===== src/sv/mrrc_pkg.sv =====
// mrrc_pkg: shared constants for the modbus read response checker
// no dependencies; imported by mrrc_crc_step and modbus_read_response_checker
package mrrc_pkg;

    localparam logic [15:0] CRC_POLY = 16'hA001;
    localparam logic [15:0] CRC_INIT = 16'hFFFF;

    localparam int POS_W = 5;

    localparam logic [1:0] REG_COUNT_RESET = 2'd2;

    localparam logic [POS_W-1:0] LEN_ONE_REG = 5'd5;
    localparam logic [POS_W-1:0] LEN_TWO_REG = 5'd7;

    localparam logic [POS_W-1:0] POS_FIRST_HI  = 5'd3;
    localparam logic [POS_W-1:0] POS_FIRST_LO  = 5'd4;
    localparam logic [POS_W-1:0] POS_SECOND_HI = 5'd5;
    localparam logic [POS_W-1:0] POS_SECOND_LO = 5'd6;
    localparam logic [POS_W-1:0] POS_LAST_OPEN = 5'd8;

endpackage


===== src/sv/mrrc_crc_step.sv =====
// mrrc_crc_step: one byte of crc-16/modbus, unrolled over the eight bits
// depends on mrrc_pkg for the polynomial
module mrrc_crc_step
    import mrrc_pkg::*;
(
    input  logic [15:0] crc_in,
    input  logic [7:0]  data_in,
    output logic [15:0] crc_out
);

    always_comb
    begin
        logic [15:0] c;
        c = crc_in ^ {8'h00, data_in};
        for (int k = 0; k < 8; k++)
        begin
            if (c[0])
                c = (c >> 1) ^ CRC_POLY;
            else
                c = c >> 1;
        end
        crc_out = c;
    end

endmodule


===== config.mk =====
export PLATFORM = sky130hd
export DESIGN_NAME = mrrc_crc_step
export DESIGN_NICKNAME = d
export VERILOG_FILES = /design/src/sv/mrrc_pkg.sv /design/src/sv/mrrc_crc_step.sv
export SDC_FILE = /design/constraint.sdc
export NUM_CORES = 1
export LEC_CHECK = 0
export BUFFER_PORTS_ARGS = -buffer_cell sky130_fd_sc_hd__buf_4
export CORE_AREA = 2 2 39 41
export DETAILED_ROUTE_END_ITERATION = 8
export DIE_AREA = 0 0 41 43
export GPL_TIMING_DRIVEN = 1
export PLACE_DENSITY = 0.59
export SLEW_MARGIN = 0
export SYNTH_ARGS = -nofsm -noshare
export SYNTH_HDL_FRONTEND = slang
export SYNTH_SLANG_ARGS = --single-unit

===== constraint.sdc =====
create_clock -name vclk -period 1.05
set_input_delay 0.0525 -clock vclk [all_inputs]
set_output_delay 0.0525 -clock vclk [all_outputs]
set_load 0.005 [all_outputs]

Word-level counts from Yosys, hierarchy flattened --
Index checks and enable logic that the tools add are counted.
Storage, ports and cells: input bits 24, output and inout port bits 16, logic and storage cells 17, bits in registers 0
Operators by class: multiplexer cells 8, bitwise logic cells 9
Operators with widths (number):
- $mux 16 | 8
- $not 2->3 | 8
- $xor 16x8->16 | 1

Logic depth before layout (Yosys ltp) --
Gate-level depths: netlist of run 1.
depth after elaboration 17, depth in mapped cells 4, gate-level depth less buffers 4

Worst setup path after synthesis of run 1 --
OpenSTA, ideal clock, no wires.
path kind input to output, start input port data_in[3], end output port crc_out[0], required time 0.998 ns, path slack -0.108 ns, stages 4, path buffers 0, arrival time 1.105 ns, cells stage by stage xor2_1 -> xnor2_1 -> xnor2_2 -> xnor3_1
Between the ends: longest elaborated chain between the ends 10
RTL lines:
- start, declared | line mrrc_crc_step.sv:7 | input logic [7:0] data_in,
- $xor 16x8->16 (*) | line mrrc_crc_step.sv:14 | c = crc_in ^ {8'h00, data_in};
- $mux 16 (*) (2 in a row) | line mrrc_crc_step.sv:17 | if (c[0])
- $not 2->3 (no source line)
- $mux 16 (*) (6 in a row) | line mrrc_crc_step.sv:17
- end, declared | line mrrc_crc_step.sv:8 | output logic [15:0] crc_out
Mark *: on every way between the ends. The rest lies on a longest branch, timed or not.

Final worst setup path of run 1 --
Ends and elaborated chain as after synthesis.

==> results of run 1 <==
worst max-delay path by stage:
stage | endpoint | slack [ps] | cells after the start
finish | crc_out[0] | -190 | 6
global route | crc_out[0] | -240 | 6
CTS | crc_out[0] | -190 | 6
detailed placement | crc_out[0] | -240 | 6
global placement | crc_out[0] | -230 | 6
floorplan | crc_out[0] | 2 | 4
through the flow:
step / setup slack, ps / setup TNS (ps)
6_report: -194 / -429
5_1_grt: -243 / -656
4_1_cts: -186 / -391
3_5_place_dp: -243 / -516
3_3_place_gp: -229 / -492
2_1_floorplan: 2.23 / 0
logic make-up after synthesis:
group	after synthesis	synth area share
XOR/XNOR	24	0.868
buffers and inverters	5	0.132
cell usage in the layout, fill, tap and decap left out, drive strengths merged:
cell / n
xor2: 6
buf: 45
xnor3: 1
xnor2: 17
power groups by stage:
stage / combinational [mW] / clock (mW) / sequential (mW)
after CTS: 0.883 / 0 / 0
after global routing: 1.02 / 0 / 0
after floorplan: 0.393 / 0 / 0
final: 0.931 / 0 / 0
after global placement: 0.788 / 0 / 0
after detailed placement: 0.795 / 0 / 0
layer usage:
layer | up-vias | track usage | routed length [um]
met2 | 27 | 0.222 | 515
met5 | - | 0 | 0
met4 | 0 | 0 | 0
met1 | 145 | 0.104 | 220
met3 | 0 | 0.00524 | 132
li1 | 160 | - | -
layout make-up:
cell class,count,area (sq um)
fill,121,558
tap,16,20.0
timing repair buffer,45,375
multi-input combinational,24,430
repair_timing:
action / 4_1_cts / 5_1_grt
pin swaps: 10 / 7
setup endpoints to repair: 3 / 3
gates cloned: 0 / 0
resized for setup: 15 / 4
setup buffers: 2 / 3
==> qor.txt, run 1 <==
status - finished, violations left
failing checks - negative setup slack
Final Util - 0.597
post-route insts no fill - 85
Placed Area - 668 sq um
PnR worst setup slack - -194 ps
Critical path buffers and inverters - 2
main area contributors after synthesis - xnor2_1, xor2_1, xnor2_2
Cell Int Power - 616 uW
RD Place Congestion - 0.572
CP dominant cell by count - xnor2_2
minimum hold slack - 105 ps
Max Cap Viol - 0
gr ovfl total - 0
Clock power frac - 0
Setup CP Type - input pin to primary output
average vias per placed instance - 3.91
Slew @ Worst Pin - 233 ps
Hold Path Sink - crc_out[1]
Die H - 43 um
Worst Setup End Kind - primary output
area grow syn2layout - 191%
Post-Place Cells - 80
top cell type's share of synthesized area - 0.432
Top-Level Pins - 40
nets@finish - 95
first-pass GRT wire length - 1320 um
worst hold stages - 0
DRT antenna net count - 0
Rows - 14
Hold Crit Class - input pin to primary output
switching pwr - 315 uW
register area share after synthesis - 0
maximum clock frequency - 0.804 GHz
Sequential Power Share - 0
initial drt markers - 0
FF/Latch Area - 0 sq um
maximum VDD drop - 0.468 mV
cells after synthesis - 29
startpoint types - input pin
sw frac - 0.339
antenna violations before repair - 0
DR WL/cell - 10.2 um
fin crit period - 1240 ps
clk_buf instances - 0
vias in the first global route - 332
HP Start - crc_in[9]
core area - 1380 sq um
GRT Resource Usage Total - 0.105
pwr dens - 1130 nW/um^2
Post-synth top cells - xnor2_1, xor2_1, buf_4
period utilisation layout - 1.18
RSZ-0062 raised after global routing - true
crit path from - data_in[3]
fin area - 826 sq um
Comb power frac - 1.000
Required @ worst endpoint - 1000 ps
Port Buf Inserts - 30
YS warnings - 0
peak per-stage delay on the critical path - 330 ps
Slew HR - 0.844
Worst Path Max Fanout - 2
syn avg cell area - 9.79 sq um
CP max stage cell - xnor3_1
hold buffers post-CTS - 0
die width - 41 um
vias post-DR - 332
ANT cells - 0
hpwl dp - 689 um
Critical Path, Cell by Cell - buf_8 -> xor2_4 -> xnor2_2 -> xnor2_2 -> xnor3_1 -> buf_4
sequential cells - 0
Crit path max-delay family - XOR/XNOR gates
final setup violation count - 4
Syn Std Cell Area - 284 sq um
Synth area leader - xnor2_1
Pre-Repair DR Iteration Count - 1
DIE AREA - 1760 sq um
CP arrival - 1190 ps
synth unique cells - 5
Final Routed Wirelength - 868 um
leakage - 0.394 nW
Initial Utilization - 0.205
share of layout cells above drive strength 1 - 0.899
Max Slew Vio Count - 0
largest net degree at the start of global routing - 3
top-count cell post-synth - xnor2_1
Syn Nets - 53
Hold Vio Cnt, Final - 0
Design Power - 931 uW
DRC viols - 0
Power figures use the tool's default switching activity.
==> run 2: changes to the inputs <==
==> constraint.sdc (replaced) <==
create_clock -name vclk -period 1.05
set_input_delay 0.1575 -clock vclk [all_inputs]
set_output_delay 0.1575 -clock vclk [all_outputs]
set_load 0.005 [all_outputs]
==> qor.txt, run 2 (synthesis gave the netlist of run 1 again) <==
status - finished, violations left (unchanged)
failing checks - negative setup slack (unchanged)
Slew HR - 0.852 (was 0.844)
maximum VDD drop - 0.566 mV (was 0.468 mV)
PnR worst setup slack - -404 ps (was -194 ps)
Slew @ Worst Pin - 221 ps (was 233 ps)
fin area - 935 sq um (was 826 sq um)
DRC viols - 0 (unchanged)
DRT antenna net count - 0 (unchanged)
Die H - 43 um (unchanged)
core area - 1380 sq um (unchanged)
DIE AREA - 1760 sq um (unchanged)
period utilisation layout - 1.38 (was 1.18)
final setup violation count - 6 (was 4)
peak per-stage delay on the critical path - 350 ps (was 330 ps)
first-pass GRT wire length - 1210 um (was 1320 um)
CP dominant cell by count - xnor2_2 (unchanged)
die width - 41 um (unchanged)
fin crit period - 1450 ps (was 1240 ps)
average vias per placed instance - 4.06 (was 3.91)
Final Routed Wirelength - 935 um (was 868 um)
Hold Vio Cnt, Final - 0 (unchanged)
Top-Level Pins - 40 (unchanged)
Crit path max-delay family - XOR/XNOR gates (unchanged)
DR WL/cell - 11.1 um (was 10.2 um)
CP max stage cell - xnor3_1 (unchanged)
Worst Path Max Fanout - 2 (unchanged)
Hold Crit Class - input pin to primary output (unchanged)
sequential cells - 0 (unchanged)
setup TNS - -1480 ps (was -429 ps)
ANT cells - 0 (unchanged)
gr ovfl total - 0 (unchanged)
Max Cap Viol - 0 (unchanged)
Initial Utilization - 0.205 (unchanged)
post-route insts no fill - 84 (was 85)
Critical path buffers and inverters - 2 (unchanged)
Crit path depth - 6 (unchanged)
vias post-DR - 341 (was 332)
leakage - 0.429 nW (was 0.394 nW)
share of layout cells above drive strength 1 - 0.941 (was 0.899)
largest net degree at the start of global routing - 3 (unchanged)
Setup CP Type - input pin to primary output (unchanged)
Worst Setup End Kind - primary output (unchanged)
crit path from - data_in[3] (unchanged)
Max Slew Vio Count - 0 (unchanged)
Critical Path, Cell by Cell - buf_8 -> xor2_4 -> xnor2_2 -> xnor2_2 -> xnor3_1 -> buf_6 (was buf_8 -> xor2_4 -> xnor2_2 -> xnor2_2 -> xnor3_1 -> buf_4)
clk_buf instances - 0 (unchanged)
CP arrival - 1300 ps (was 1190 ps)
RSZ-0062 raised after global routing - true (unchanged)
hpwl dp - 708 um (was 689 um)
Port Buf Inserts - 30 (unchanged)
RD Place Congestion - 0.693 (was 0.572)
vias in the first global route - 301 (was 332)
area grow syn2layout - 229% (was 191%)
minimum hold slack - 315 ps (was 105 ps)
nets@finish - 94 (was 95)
Final Util - 0.675 (was 0.597)
commonest cells after routing, fill and taps aside - buf_4, buf_6, xnor2_2, xnor2_4, buf_8 (was buf_4, xnor2_2, xnor2_4, xnor2_1, buf_6)
Required @ worst endpoint - 890 ps (was 1000 ps)
crit path capture - crc_out[0] (unchanged)
Placed Area - 679 sq um (was 668 sq um)
maximum clock frequency - 0.688 GHz (was 0.804 GHz)
Post-Place Cells - 80 (unchanged)
pwr dens - 1130 nW/um^2 (about the same)
GRT Resource Usage Total - 0.0968 (was 0.105)
most common cell after layout, fill and taps aside - buf_4 (unchanged)
FF/Latch Area - 0 sq um (unchanged)
Pre-Repair DR Iteration Count - 1 (unchanged)
initial drt markers - 0 (unchanged)
startpoint types - input pin (unchanged)
Fillers - 99 (was 121)
antenna violations before repair - 0 (unchanged)
Rows - 14 (unchanged)
## run 2: cell count changes in the layout (fill, tap and decap cells not counted)
cell     change
buf_4       -17
buf_6       +13
buf_8        +3
xnor2_1      -2
xnor2_2      +1
xnor2_4      +1
xor2_1       -1
xor2_4       +1
## run 2: worst min path at each step
stage,startpoint,to,cells after the start
2_1_floorplan,crc_in[14],crc_out[6],1
3_3_place_gp,crc_in[12],crc_out[4],0
3_5_place_dp,crc_in[12],crc_out[4],0
4_1_cts,crc_in[12],crc_out[4],0
5_1_grt,crc_in[12],crc_out[4],0
6_report,crc_in[9],crc_out[1],0
## run 2: cell type report
type | instances | area, sq um | area share
Tap cell | 16 | 20.0 | 0.0214
Timing Repair Buffer | 44 | 439 | 0.470
Multi-Input combinational cell | 24 | 475 | 0.509
## run 2: power by group
part	total, mW	switching [mW]	internal, mW
clock	0	0	0
sequential	0	0	0
combinational	1.05	0.351	0.702
## run 2: repair_timing
action,CTS,global route
resized for setup,25,18
hold buffers,0,0
setup endpoints to repair,7,9
setup buffers,3,4
pin swaps,17,12
## run 2: stage by stage
| step | power (mW) | setup WS (ps) |
|---|---|---|
| detailed placement | 0.832 | -466 |
| CTS | 0.958 | -412 |
| global route | 1.13 | -461 |
| floorplan | 0.398 | -207 |
| global placement | 0.817 | -443 |
| finish | 1.05 | -404 |
## run 2: layer usage
layer | track usage | wire [um]
met1 | 0.0847 | 231
met2 | 0.213 | 579
met3 | 0.0105 | 124
met4 | 0 | 0
met5 | 0 | 0
